===== src/design/escaped_length_frame_deframer_core_assert.svh =====
// ----------------------------------------------------------------------------
// Assertion macros for the escaped length frame deframer
// Concurrent checks that vanish when SYNTH is defined.
// ----------------------------------------------------------------------------
`ifndef ESCAPED_LENGTH_FRAME_DEFRAMER_CORE_ASSERT_SVH
`define ESCAPED_LENGTH_FRAME_DEFRAMER_CORE_ASSERT_SVH

`ifndef SYNTH
// same-cycle implication
`define ELD_ASSERT_IMPLIES(label, clk, rst, ante, cons) \
   label: assert property (@(posedge clk) disable iff (rst) (ante) |-> (cons)) \
      else $error("deframer assertion failed");
// next-cycle implication
`define ELD_ASSERT_NEXT(label, clk, rst, ante, cons) \
   label: assert property (@(posedge clk) disable iff (rst) (ante) |=> (cons)) \
      else $error("deframer assertion failed");
`else
`define ELD_ASSERT_IMPLIES(label, clk, rst, ante, cons)
`define ELD_ASSERT_NEXT(label, clk, rst, ante, cons)
`endif

`endif


===== src/design/eld_pkg.sv =====
// ----------------------------------------------------------------------------
// eld_pkg
// Types, codes and the unescape table for the frame deframer.
// ----------------------------------------------------------------------------
`default_nettype none

package eld_pkg;

   // parse phase codes
   localparam logic [2:0] PH_HDR1   = 3'd0;
   localparam logic [2:0] PH_HDR2   = 3'd1;
   localparam logic [2:0] PH_LENH   = 3'd2;
   localparam logic [2:0] PH_LENL   = 3'd3;
   localparam logic [2:0] PH_BODY   = 3'd4;
   localparam logic [2:0] PH_FOLLOW = 3'd5;

   // configuration register indexes
   localparam logic CSR_ESCAPE_CODE   = 1'b0;
   localparam logic CSR_TRAILER_COUNT = 1'b1;

   // register reset values
   localparam logic [7:0] ESCAPE_CODE_RESET   = 8'h10;
   localparam logic [1:0] TRAILER_COUNT_RESET = 2'd2;

   localparam int POSITION_WIDTH  = 18;
   localparam int REMAINING_WIDTH = 17;

   typedef struct packed {
      logic [7:0]                data_byte;
      logic [2:0]                phase;
      logic [POSITION_WIDTH-1:0] frame_index;
      logic [15:0]               payload_length;
      logic                      end_of_frame;
   } result_type;

   // escaped follower to byte value; codes outside 0x30..0x37 map to themselves
   function automatic logic [7:0] unescape_byte(input logic [7:0] code);
      logic [7:0] mapped;
      begin
         case (code)
            8'h30:   mapped = 8'h16;
            8'h31:   mapped = 8'h2c;
            8'h32:   mapped = 8'h58;
            8'h33:   mapped = 8'hb0;
            8'h34:   mapped = 8'h61;
            8'h35:   mapped = 8'hc2;
            8'h36:   mapped = 8'h85;
            8'h37:   mapped = 8'h0b;
            default: mapped = code;
         endcase
         return mapped;
      end
   endfunction

endpackage

`default_nettype wire


===== src/design/eld_channels.sv =====
// ----------------------------------------------------------------------------
// Deframer channel interfaces
// Valid/ready channels for received bytes and for annotated results.
// ----------------------------------------------------------------------------
`default_nettype none

interface eld_req_if;
   logic       valid;
   logic       ready;
   logic [7:0] rx_byte;

   modport source (output valid, output rx_byte, input ready);
   modport sink (input valid, input rx_byte, output ready);
endinterface

interface eld_rsp_if;
   logic                               valid;
   logic                               ready;
   logic [7:0]                         data_byte;
   logic [2:0]                         phase;
   logic [eld_pkg::POSITION_WIDTH-1:0] frame_index;
   logic [15:0]                        payload_length;
   logic                               end_of_frame;

   modport source (output valid, output data_byte, output phase, output frame_index,
                   output payload_length, output end_of_frame, input ready);
   modport sink (input valid, input data_byte, input phase, input frame_index,
                 input payload_length, input end_of_frame, output ready);
endinterface

`default_nettype wire


===== src/design/escaped_length_frame_deframer_core.sv =====
// An accepted byte waits in the input register until the result register is free,
// then moves there and is offered as its result transaction. Throughput: one byte
// per cycle while the receiver takes results; the phase machine updates once per byte.
// Input and result registers let a new byte enter while a result waits.
// Reset (synchronous, active high) empties both registers, returns the parser
// to the first header byte and restores escape code 0x10 and trailer count 2.
// ----------------------------------------------------------------------------
// escaped_length_frame_deframer_core
// Annotates each received byte with frame phase, index, length and end mark.
// ----------------------------------------------------------------------------
`default_nettype none

module escaped_length_frame_deframer_core (
   input  wire logic       clock,
   input  wire logic       reset,
   eld_req_if.sink         req_chan,
   eld_rsp_if.source       rsp_chan,
   input  wire logic       csr_write_enable,
   input  wire logic       csr_index,
   input  wire logic [7:0] csr_write_data
);

   logic                byte_valid;
   logic [7:0]          byte_data;
   logic                slot_free;
   logic                advance;
   eld_pkg::result_type result;

   // byte moves from input register to result register
   assign advance = byte_valid && slot_free;

   eld_input_stage u_input (
      .clock      (clock),
      .reset      (reset),
      .req_chan   (req_chan),
      .advance    (advance),
      .byte_valid (byte_valid),
      .byte_data  (byte_data)
   );

   eld_parser u_parser (
      .clock            (clock),
      .reset            (reset),
      .csr_write_enable (csr_write_enable),
      .csr_index        (csr_index),
      .csr_write_data   (csr_write_data),
      .advance          (advance),
      .byte_data        (byte_data),
      .result           (result)
   );

   eld_output_stage u_output (
      .clock     (clock),
      .reset     (reset),
      .load      (advance),
      .result    (result),
      .slot_free (slot_free),
      .rsp_chan  (rsp_chan)
   );

endmodule

`default_nettype wire


===== src/design/eld_input_stage.sv =====
// ----------------------------------------------------------------------------
// eld_input_stage
// Input register for received bytes; refills in the cycle it drains.
// ----------------------------------------------------------------------------
`default_nettype none

module eld_input_stage (
   input  wire logic  clock,
   input  wire logic  reset,
   eld_req_if.sink    req_chan,
   input  wire logic  advance,
   output logic       byte_valid,
   output logic [7:0] byte_data
);

   logic       valid_ff, valid_in;
   logic [7:0] byte_ff;
   logic       accept;

   // take a new transaction when empty or draining this cycle
   assign req_chan.ready = !valid_ff || advance;
   assign accept         = req_chan.valid && req_chan.ready;

   always_comb begin
      valid_in = valid_ff;
      if (accept) begin
         valid_in = 1'b1;
      end else if (advance) begin
         valid_in = 1'b0;
      end
   end

   always_ff @(posedge clock) begin
      if (reset) begin
         valid_ff <= 1'b0;
      end else begin
         valid_ff <= valid_in;
      end
   end

   // payload needs no reset
   always_ff @(posedge clock) begin
      if (accept) begin
         byte_ff <= req_chan.rx_byte;
      end
   end

   assign byte_valid = valid_ff;
   assign byte_data  = byte_ff;

endmodule

`default_nettype wire


===== src/design/eld_parser.sv =====
// ----------------------------------------------------------------------------
// eld_parser
// Frame phase machine and configuration registers; annotates one byte.
// ----------------------------------------------------------------------------
`default_nettype none

`include "escaped_length_frame_deframer_core_assert.svh"

module eld_parser (
   input  wire logic        clock,
   input  wire logic        reset,
   input  wire logic        csr_write_enable,
   input  wire logic        csr_index,
   input  wire logic [7:0]  csr_write_data,
   input  wire logic        advance,
   input  wire logic [7:0]  byte_data,
   output eld_pkg::result_type result
);

   localparam int PW = eld_pkg::POSITION_WIDTH;
   localparam int RW = eld_pkg::REMAINING_WIDTH;

   logic [7:0]    escape_code_ff;
   logic [1:0]    trailer_count_ff;

   logic [2:0]    phase_ff, phase_in;
   logic          pending_ff, pending_in;
   logic [7:0]    length_high_ff, length_high_in;
   logic [15:0]   length_ff, length_in;
   logic [RW-1:0] remaining_ff, remaining_in;
   logic [PW-1:0] position_ff, position_in;

   logic          is_escape;
   logic          done;
   logic [7:0]    unescaped;
   logic [7:0]    low_byte;

   // configuration writes
   always_ff @(posedge clock) begin
      if (reset) begin
         escape_code_ff   <= eld_pkg::ESCAPE_CODE_RESET;
         trailer_count_ff <= eld_pkg::TRAILER_COUNT_RESET;
      end else if (csr_write_enable) begin
         case (csr_index)
            eld_pkg::CSR_ESCAPE_CODE:   escape_code_ff   <= csr_write_data;
            eld_pkg::CSR_TRAILER_COUNT: trailer_count_ff <= csr_write_data[1:0];
            default: ;
         endcase
      end
   end

   assign is_escape = (byte_data == escape_code_ff);
   assign unescaped = eld_pkg::unescape_byte(byte_data);
   assign low_byte  = pending_ff ? unescaped : byte_data;

   // next state for the byte in the input register
   always_comb begin
      phase_in       = phase_ff;
      pending_in     = pending_ff;
      length_high_in = length_high_ff;
      length_in      = length_ff;
      remaining_in   = remaining_ff;
      done           = 1'b0;
      case (phase_ff)
         eld_pkg::PH_HDR1: begin
            length_in      = 16'd0;
            length_high_in = 8'd0;
            phase_in       = eld_pkg::PH_HDR2;
         end
         eld_pkg::PH_HDR2: begin
            phase_in = eld_pkg::PH_LENH;
         end
         eld_pkg::PH_LENH: begin
            if (pending_ff) begin
               length_high_in = unescaped;
               pending_in     = 1'b0;
               phase_in       = eld_pkg::PH_LENL;
            end else if (is_escape) begin
               pending_in = 1'b1;
            end else begin
               length_high_in = byte_data;
               phase_in       = eld_pkg::PH_LENL;
            end
         end
         eld_pkg::PH_LENL: begin
            if (!pending_ff && is_escape) begin
               pending_in = 1'b1;
            end else begin
               pending_in   = 1'b0;
               length_in    = {length_high_ff, low_byte};
               remaining_in = RW'({length_high_ff, low_byte}) + RW'(trailer_count_ff);
               if (remaining_in == '0) begin
                  done = 1'b1;
               end else begin
                  phase_in = eld_pkg::PH_BODY;
               end
            end
         end
         default: begin
            // body: an escape code and its follower count as one unit
            if (pending_ff) begin
               pending_in   = 1'b0;
               remaining_in = remaining_ff - RW'(1);
            end else if (is_escape) begin
               pending_in = 1'b1;
            end else begin
               remaining_in = remaining_ff - RW'(1);
            end
            done = !pending_in && (remaining_in == '0);
         end
      endcase
      if (done) begin
         phase_in     = eld_pkg::PH_HDR1;
         pending_in   = 1'b0;
         remaining_in = '0;
         position_in  = '0;
      end else begin
         position_in  = position_ff + PW'(1);
      end
   end

   // parser state moves only when the byte goes to the result register
   always_ff @(posedge clock) begin
      if (reset) begin
         phase_ff       <= eld_pkg::PH_HDR1;
         pending_ff     <= 1'b0;
         length_high_ff <= 8'd0;
         length_ff      <= 16'd0;
         remaining_ff   <= '0;
         position_ff    <= '0;
      end else if (advance) begin
         phase_ff       <= phase_in;
         pending_ff     <= pending_in;
         length_high_ff <= length_high_in;
         length_ff      <= length_in;
         remaining_ff   <= remaining_in;
         position_ff    <= position_in;
      end
   end

   // annotated result
   always_comb begin
      result.data_byte      = byte_data;
      result.phase          = pending_ff ? eld_pkg::PH_FOLLOW : phase_ff;
      result.frame_index    = position_ff;
      result.payload_length = length_in;
      result.end_of_frame   = done;
   end

   `ELD_ASSERT_NEXT(a_eof_restarts, clock, reset, advance && done, (phase_ff == eld_pkg::PH_HDR1) && (position_ff == '0) && !pending_ff)
   `ELD_ASSERT_NEXT(a_position_steps, clock, reset, advance && !done, position_ff == $past(position_ff) + PW'(1))
   `ELD_ASSERT_IMPLIES(a_body_nonempty, clock, reset, phase_ff == eld_pkg::PH_BODY, remaining_ff != '0)
   `ELD_ASSERT_IMPLIES(a_pending_phase, clock, reset, pending_ff, (phase_ff == eld_pkg::PH_LENH) || (phase_ff == eld_pkg::PH_LENL) || (phase_ff == eld_pkg::PH_BODY))

endmodule

`default_nettype wire


===== src/design/eld_output_stage.sv =====
// ----------------------------------------------------------------------------
// eld_output_stage
// Result register; accepts a new result while the current one drains.
// ----------------------------------------------------------------------------
`default_nettype none

module eld_output_stage (
   input  wire logic                clock,
   input  wire logic                reset,
   input  wire logic                load,
   input  wire eld_pkg::result_type result,
   output logic                     slot_free,
   eld_rsp_if.source                rsp_chan
);

   logic                valid_ff, valid_in;
   eld_pkg::result_type result_ff;

   assign slot_free = !valid_ff || rsp_chan.ready;

   always_comb begin
      valid_in = valid_ff;
      if (load) begin
         valid_in = 1'b1;
      end else if (rsp_chan.ready) begin
         valid_in = 1'b0;
      end
   end

   always_ff @(posedge clock) begin
      if (reset) begin
         valid_ff <= 1'b0;
      end else begin
         valid_ff <= valid_in;
      end
   end

   always_ff @(posedge clock) begin
      if (load) begin
         result_ff <= result;
      end
   end

   assign rsp_chan.valid          = valid_ff;
   assign rsp_chan.data_byte      = result_ff.data_byte;
   assign rsp_chan.phase          = result_ff.phase;
   assign rsp_chan.frame_index    = result_ff.frame_index;
   assign rsp_chan.payload_length = result_ff.payload_length;
   assign rsp_chan.end_of_frame   = result_ff.end_of_frame;

endmodule

`default_nettype wire


===== src/flat_wrapper.sv =====
// flat-port wrapper written by rule: the top's interface ports become plain ports
module escaped_length_frame_deframer_core_flat 
  (clock, reset, csr_write_enable, csr_index, csr_write_data, req_chan_valid, req_chan_rx_byte, req_chan_ready, rsp_chan_valid, rsp_chan_data_byte, rsp_chan_phase, rsp_chan_frame_index, rsp_chan_payload_length, rsp_chan_end_of_frame, rsp_chan_ready);
  eld_req_if req_chan_i ();
  eld_rsp_if rsp_chan_i ();
  input  wire logic clock;
  input  wire logic reset;
  input  wire logic csr_write_enable;
  input  wire logic csr_index;
  input  wire logic [7:0] csr_write_data;
  input wire logic [$bits(req_chan_i.valid)-1:0] req_chan_valid;
  input wire logic [$bits(req_chan_i.rx_byte)-1:0] req_chan_rx_byte;
  output wire logic [$bits(req_chan_i.ready)-1:0] req_chan_ready;
  output wire logic [$bits(rsp_chan_i.valid)-1:0] rsp_chan_valid;
  output wire logic [$bits(rsp_chan_i.data_byte)-1:0] rsp_chan_data_byte;
  output wire logic [$bits(rsp_chan_i.phase)-1:0] rsp_chan_phase;
  output wire logic [$bits(rsp_chan_i.frame_index)-1:0] rsp_chan_frame_index;
  output wire logic [$bits(rsp_chan_i.payload_length)-1:0] rsp_chan_payload_length;
  output wire logic [$bits(rsp_chan_i.end_of_frame)-1:0] rsp_chan_end_of_frame;
  input wire logic [$bits(rsp_chan_i.ready)-1:0] rsp_chan_ready;
  assign req_chan_i.valid = req_chan_valid;
  assign req_chan_i.rx_byte = req_chan_rx_byte;
  assign req_chan_ready = req_chan_i.ready;
  assign rsp_chan_valid = rsp_chan_i.valid;
  assign rsp_chan_data_byte = rsp_chan_i.data_byte;
  assign rsp_chan_phase = rsp_chan_i.phase;
  assign rsp_chan_frame_index = rsp_chan_i.frame_index;
  assign rsp_chan_payload_length = rsp_chan_i.payload_length;
  assign rsp_chan_end_of_frame = rsp_chan_i.end_of_frame;
  assign rsp_chan_i.ready = rsp_chan_ready;
  escaped_length_frame_deframer_core u_core (.clock(clock), .reset(reset), .req_chan(req_chan_i), .rsp_chan(rsp_chan_i), .csr_write_enable(csr_write_enable), .csr_index(csr_index), .csr_write_data(csr_write_data));
endmodule

===== config.mk =====
export PLATFORM = sky130hd
export DESIGN_NAME = escaped_length_frame_deframer_core_flat
export DESIGN_NICKNAME = d
export VERILOG_FILES = /design/src/design/eld_pkg.sv /design/src/design/eld_channels.sv /design/src/design/escaped_length_frame_deframer_core.sv /design/src/design/eld_input_stage.sv /design/src/design/eld_parser.sv /design/src/design/eld_output_stage.sv /design/src/flat_wrapper.sv
export VERILOG_INCLUDE_DIRS = /design/src /design/src/design
export SDC_FILE = /design/constraint.sdc
export NUM_CORES = 1
export LEC_CHECK = 0
export BUFFER_PORTS_ARGS = -buffer_cell sky130_fd_sc_hd__buf_4
export CAP_MARGIN = 40
export CORE_UTILIZATION = 59
export DETAILED_ROUTE_END_ITERATION = 7
export GPL_ROUTABILITY_DRIVEN = 0
export MAX_ROUTING_LAYER = met4
export PLACE_DENSITY_LB_ADDON = 0.08
export SYNTH_ARGS = -nofsm -noshare
export SYNTH_HDL_FRONTEND = slang
export SYNTH_SLANG_ARGS = --single-unit

===== constraint.sdc =====
create_clock -name clock -period 5.3 [get_ports clock]
set_input_delay 0.265 -clock clock [delete_from_list [all_inputs] [get_ports clock]]
set_output_delay 0.265 -clock clock [all_outputs]
set_load 0.005 [all_outputs]

# --- After elaboration in Yosys (flattened, before gate mapping) ---
# Cells that the tools add are included.
op_classes:
  add_sub_neg: 3
  n_eq_ne: 18
  mux: 33
  n_bitwise: 1
  n_reduce_logical: 26
op_table:
  columns: ["cell", "n"]
  rows:
  - ["$mux W17", 5]
  - ["$eq A8 B6 Y1 const B", 8]
  - ["$pmux W8 S8", 1]
  - ["$logic_not A17 Y1", 2]
  - ["$pmux W17 S2", 1]
  - ["$pmux W16 S2", 1]
  - ["$mux W8", 3]
  - ["$add A18 B1 Y18 const B", 1]
  - ["$mux W18", 1]
  - ["$add A16 B2 Y17", 1]
  - ["$sub A17 B1 Y17 const B", 1]
  - ["$mux W16", 1]
  - ["$pmux W8 S2", 1]
  - ["$mux W3", 5]
  - ["$pmux W3 S4", 1]
  - ["$mux W1", 11]
  - ["$ne A3 B3 Y1 const B", 3]
  - ["$eq A8 B8 Y1", 1]
  - ["$eq A3 B2 Y1 const B", 2]
  - ["$reduce_and A2 Y1", 3]
  - ["$reduce_and A3 Y1", 2]
  - ["$reduce_bool A2 Y1", 3]
  - ["$reduce_and A5 Y1", 1]
  - ["$reduce_bool A5 Y1", 1]
  - ["13 further kinds", 21]
totals:
  regBits: 129
  inputBits: 22
  out_inout_bits: 48
  elab_cells: 97

# --- Longest topological paths before layout ---
logic_depth:
  ltp_word: 10
  mapped_depth: 16
  ltp_nobuf: 12

# --- By module ---
# From an unflattened synthesis, not the netlist that was laid out.
unflattened:
  hier_cells: 709
  area_unflattened_um2: 6736.5
by_module_without_submodules:
  columns: ["mod", "instances", "cells_each", "area_per_inst_um2"]
  rows:
  - ["eld_parser", 1, 645, 5007.3]
  - ["eld_output_stage", 1, 50, 1427.6]
  - ["eld_input_stage", 1, 13, 295.3]
  - ["escaped_length_frame_deframer_core", 1, 1, 6.3]

# --- Worst setup path before layout ---
# No wires, ideal clock.
synth_path:
  path_type: "register -> register"
  from: "register u_core.u_input.byte_ff[6] (netlist: u_core.u_input.byte_data[6])"
  to: "register u_core.u_parser.position_ff[12]"
  t_arrival_ps: 3586
  required_time_ps: 5181
  slack_ps: 1595
  stages_incl_launch_ff: 17
  path_buffers: 4
  path_cell_list: "edfxtp_1 -> buf_4 -> or2_4 -> or2_2 -> clkbuf_1 -> nand2_1 -> o21ai_0 -> ha_1 -> fa_1 -> o211ai_2 -> and3b_1 -> or2_1 -> a221oi_2 -> a311o_1 -> buf_6 -> buf_12 -> nor2_4"
synth_between:
  elab_chain_len: 9
synth_rtl:
  columns: ["element", "line", "rtl"]
  rows:
  - ["start, declared", "eld_input_stage.sv:17", "logic [7:0] byte_ff;"]
  - ["start signal, assigned", "eld_input_stage.sv:44", "byte_ff <= req_chan.rx_byte;"]
  - ["$eq A8 B6 Y1", "eld_pkg.sv:40", "case (code)"]
  - ["$pmux W8 S8", "eld_pkg.sv:40", null]
  - ["$mux W8", "eld_parser.sv:54", "assign low_byte = pending_ff ? unescaped : byte_data;"]
  - ["$add A16 B2 Y17", "eld_parser.sv:91", "remaining_in = RW'({length_high_ff, low_byte}) + RW'(trailer_count_ff);"]
  - ["$logic_not A17 Y1", "eld_parser.sv:92", "if (remaining_in == '0) begin"]
  - ["$mux W1", "eld_parser.sv:92", null]
  - ["$mux W1", "eld_parser.sv:86", "if (!pending_ff && is_escape) begin"]
  - ["$pmux W1 S2 (*)", "eld_parser.sv:64", "case (phase_ff)"]
  - ["$mux W18 (*)", "eld_parser.sv:112", "if (done) begin"]
  - ["end signal, assigned", "eld_parser.sv:137", "position_ff <= position_in;"]
  - ["end, declared", "eld_parser.sv:31", "logic [PW-1:0] position_ff, position_in;"]
# Mark *: on every way between the ends. The rest lies on a longest branch, timed or not. The select of a mux whose other input is x is not followed.
# A chain may end at the register's enable or synchronous reset.

# --- Worst setup path after layout ---
layout_path:
  from: "register u_core.u_input.byte_ff[6] (netlist: u_core.u_input.byte_data[6])"
  to: "register u_core.u_parser.position_ff[17]"
# The elaborated chain is that of the path after synthesis.

==> results by group <==
Logic synthesis
  • Compound-Gate Fraction of Synth Area: 17.5%
  • Post-Syn Area per Cell: 9.44 um^2
  • Post-synthesis xor/xnor area fraction: 5.99%
  • Async SR Flop Fraction: 0%
  • Netlist cell types: 79
  • Syn. warnings: 0
  • Post-Synth Adder-Cell Area: 1.09%
  • Post-synthesis net count: slightly above 700
  • Multiplexer share of the synthesized area: 0.156%
  • #FFs+latches synth: 129
  • Simple-gate area share of the yosys netlist: 22.4%
  • Main synth FF type: dfxtp_1
  • Cells after synthesis: about 680
  • Mapped Area: 0.00643 mm^2
  • Largest family of logic cells by synthesized area: simple AND/OR/NAND/NOR gates
  • Post-synth EDFFs: 54
  • Sequential fraction of the synthesis area: 48.5%

Setup path
  • Crit-path max FO: 17
  • Slowest stage cell on the critical path: edfxtp_1
  • Sum of buffers and inverters on the critical path: 1
  • Top cell family by delay on the critical path: simple AND/OR/NAND/NOR gates
  • Worst Path Arrival: 4660 ps
  • CP peak stage delay: just over 500 ps
  • Worst EP required: approximately 5700 ps
  • CP endpoint kind: flip-flop
  • Worst setup SP type: flip-flop
  • Crit path kind: flip-flop to flip-flop
  • Crit-path cells: or2_4, or2_2, o21ai_0, ha_1, fa_1, o211ai_2, nor3_1, nand3_1, a221oi_2, a311o_1, buf_4, nor2_1

Timing
  • Setup violators final: 0
  • Final period util: 80.4%
  • Hold WS: 34.2 ps
  • Worst slew margin: 42.6%
  • RSZ-0062 raised after global routing: no
  • FMAX: 235 MHz
  • Final Slew Violations: 0
  • TNS Setup: 0 ps
  • Final Hold Fails: 0
  • Max Clock Skew: 12.5 ps
  • Worst slew pin tran: 861 ps
  • Period minus WS final: approximately 4300 ps

Clocking
  • Post-CTS Resized: 0
  • Clk root buf: clkbuf_8
  • CTS H-tree lvls: 4
  • Clk_lat worst skew: between 500 and 600 ps
  • Clock slew at reported path FFs: 60 ps
  • CTS tree: yes
  • Clk buf depth: 2
  • Num CTS Buffers: 17
  • Clock sinks: 129

Power
  • P_leak: 0.00289 uW
  • Power Density: 313 mW/mm^2
  • Maximum VDD drop: between 0.15 and 0.2 mV

Layout
  • Most common cell after layout, fill and taps aside: nand2_1
  • Area grow syn2layout: 20.3%
  • Ant diodes: 0
  • Share of cells above drive strength 1: 18.1%
  • # nets final: 775
  • Commonest cells after routing, fill and taps aside: nand2_1, buf_4, dfxtp_1

Detailed routing
  • Via/cell ratio: between 6 and 7
  • Wire per inst: around 18 um
  • Final wirelength: 15.7 mm
  • Number of remaining DRC errors: 0
  • Antenna Nets Post-Route: 0
  • Routed vias: 5,524
  • Number of DRC markers in iteration 0: between 400 and 500
  • Drt pass-1 iters: 5

Floorplan
  • Core Rows: 37
  • Chip width: 106 um
  • CORE AREA: 0.0105 mm^2
  • I/O pins: 70
  • DIE AREA: 0.0113 mm^2
  • Die Y-Extent: between 100 and 150 um
  • Initial Util: approximately 60%

Global routing
  • Antenna violations before repair: 0
  • Overflow after GRT: 0
  • First-pass GRT wire length: 25.4 mm
  • Gr usage total: 30.0%
  • Largest net degree at the start of global routing: 60
  • Vias in the first global route: 5,225

Placement
  • Post-DP HPWL: 10.7 mm
  • I/O Buffers: 69

Outcome
  • Status: finished, final reports clean

Run
  • Max-cap violation count: 0

Hold path
  • Hold Crit Class: input pin to flip-flop
## through the flow
step,cell area (um^2),total power (uW),util (%),worst slack [ps],cells
5_1_grt,7740,2490,74.0,785,897
4_1_cts,7740,2430,74.0,1150,897
3_5_place_dp,6970,1260,66.6,1170,847
3_3_place_gp,6940,1260,66.3,1420,844
2_1_floorplan,6430,1200,-,1600,682
6_report,7740,2420,74.0,1040,897
## tightest hold or removal path: cells and delay by family
kind,cells,cell delay (ps)
AO/OA/AOI/OAI,1,60
buffers and inverters,1,120
AND/OR/NAND/NOR,1,70
## cell type report
type / instances / area [um^2]
flip-flops and latches: 129 / 3120
fillers: 752 / 2720
well taps: 136 / 170
repair buffers: 96 / 774
clock inverters: 11 / 125
inverters: 12 / 45.0
multi-input cells: 492 / 3030
clock buffers: 21 / 472
## logic make-up after synthesis
| logic type | Yosys count |
|---|---|
| buf+inv | 61 |
| xor+xnor | 44 |
| simple gates | 273 |
| mux | 1 |
| compound gates | 169 |
| fa+ha+maj | 5 |
| flops | 129 |
## where the power goes
part / switching, uW / total, uW / internal [uW]
combinational: 95.5 / 170 / 74.3
sequential: 23.8 / 1090 / 1060
clock: 439 / 1170 / 727
total: 558 / 2420 / 1860
## Yosys cell counts (3+ instances only)
master    number  area share (%)
nand2b_1       4            0.39
xor2_1        28             3.8
o41a_1         3            0.52
a31o_2         3            0.41
a211oi_1       7            0.82
inv_1         11            0.64
a221oi_1       4            0.54
nor4b_1        3            0.41
edfxtp_1      54              25
clkbuf_1      37             2.2
and3_1        14             1.4
a311oi_1       3            0.41
buf_1          3            0.17
nand4_1        9            0.87
xnor2_1       16             2.2
nor2_4         9             1.6
a22o_1        13             1.8
nor3b_1        4            0.47
ha_1           4            0.78
and4_1         3            0.41
nand3_1       34             2.6
a21oi_1       52             4.0
nand2_1       88             5.1
o21a_1         3            0.35
nor2b_1        7            0.68
or2_2          4            0.39
buf_2          3            0.23
nor3_1        14             1.1
o21ai_1        5            0.39
o211a_1        3            0.47
dfxtp_1       75              23
nor2_1        48             2.8
nor4_1         5            0.49
o21ai_0       40             3.1
or3_1          5            0.49
and2_1         6            0.58
buf_6          3            0.52
o22ai_1        3            0.29
## layer usage
| metal | global-route usage (%) | share of wire, % | vias up |
|---|---|---|---|
| li1 | - | - | 2612 |
| met1 | 37.2 | 43 | 2637 |
| met2 | 47.5 | 48 | 235 |
| met3 | 6.25 | 6.8 | 40 |
| met4 | 12.9 | 2.4 | 0 |
| met5 | - | 0 | - |
## sequential cells by signal (all words and copies together) (netlist names)
signal                                   cells
u_core.u_parser.pending_ff                   1
u_core.u_parser.remaining_ff                17
u_core.u_output.rsp_chan.phase               3
u_core.u_input.byte_valid                    1
u_core.u_parser.phase_ff                     3
u_core.u_output.rsp_chan.payload_length     16
u_core.u_parser.position_ff                 18
u_core.u_output.rsp_chan.frame_index        18
u_core.u_parser.escape_code_ff               8
u_core.u_output.rsp_chan.end_of_frame        1
u_core.u_parser.length_ff                   16
u_core.u_parser.length_high_ff               8
u_core.u_output.rsp_chan.data_byte           8
u_core.u_parser.trailer_count_ff             2
u_core.u_output.rsp_chan.valid               1
u_core.u_input.byte_data                     8
## repair_timing
item                       CTS  global route
hold buffers                18             0
setup buffers                0             0
hold endpoints to repair    18             0
setup endpoints to repair    0             0
## path summary, 6_finish.rpt
check	start	endpoint	slack, ps	cells after the start
worst min register to register	u_core.u_parser.remaining_ff[13]$_SDFFE_PP0P_	u_core.u_parser.remaining_ff[13]$_SDFFE_PP0P_	450	2
worst max register to register	u_core.u_input.byte_data[6]$_DFFE_PP_	u_core.u_parser.position_ff[17]$_SDFFE_PP0P_	1040	12
worst max-delay path	u_core.u_input.byte_data[6]$_DFFE_PP_	u_core.u_parser.position_ff[17]$_SDFFE_PP0P_	1040	12
worst min-delay path	csr_index	u_core.u_parser.trailer_count_ff[0]$_SDFFE_PP0P_	30	3
Note: power is estimated with default switching activity, not from simulation.
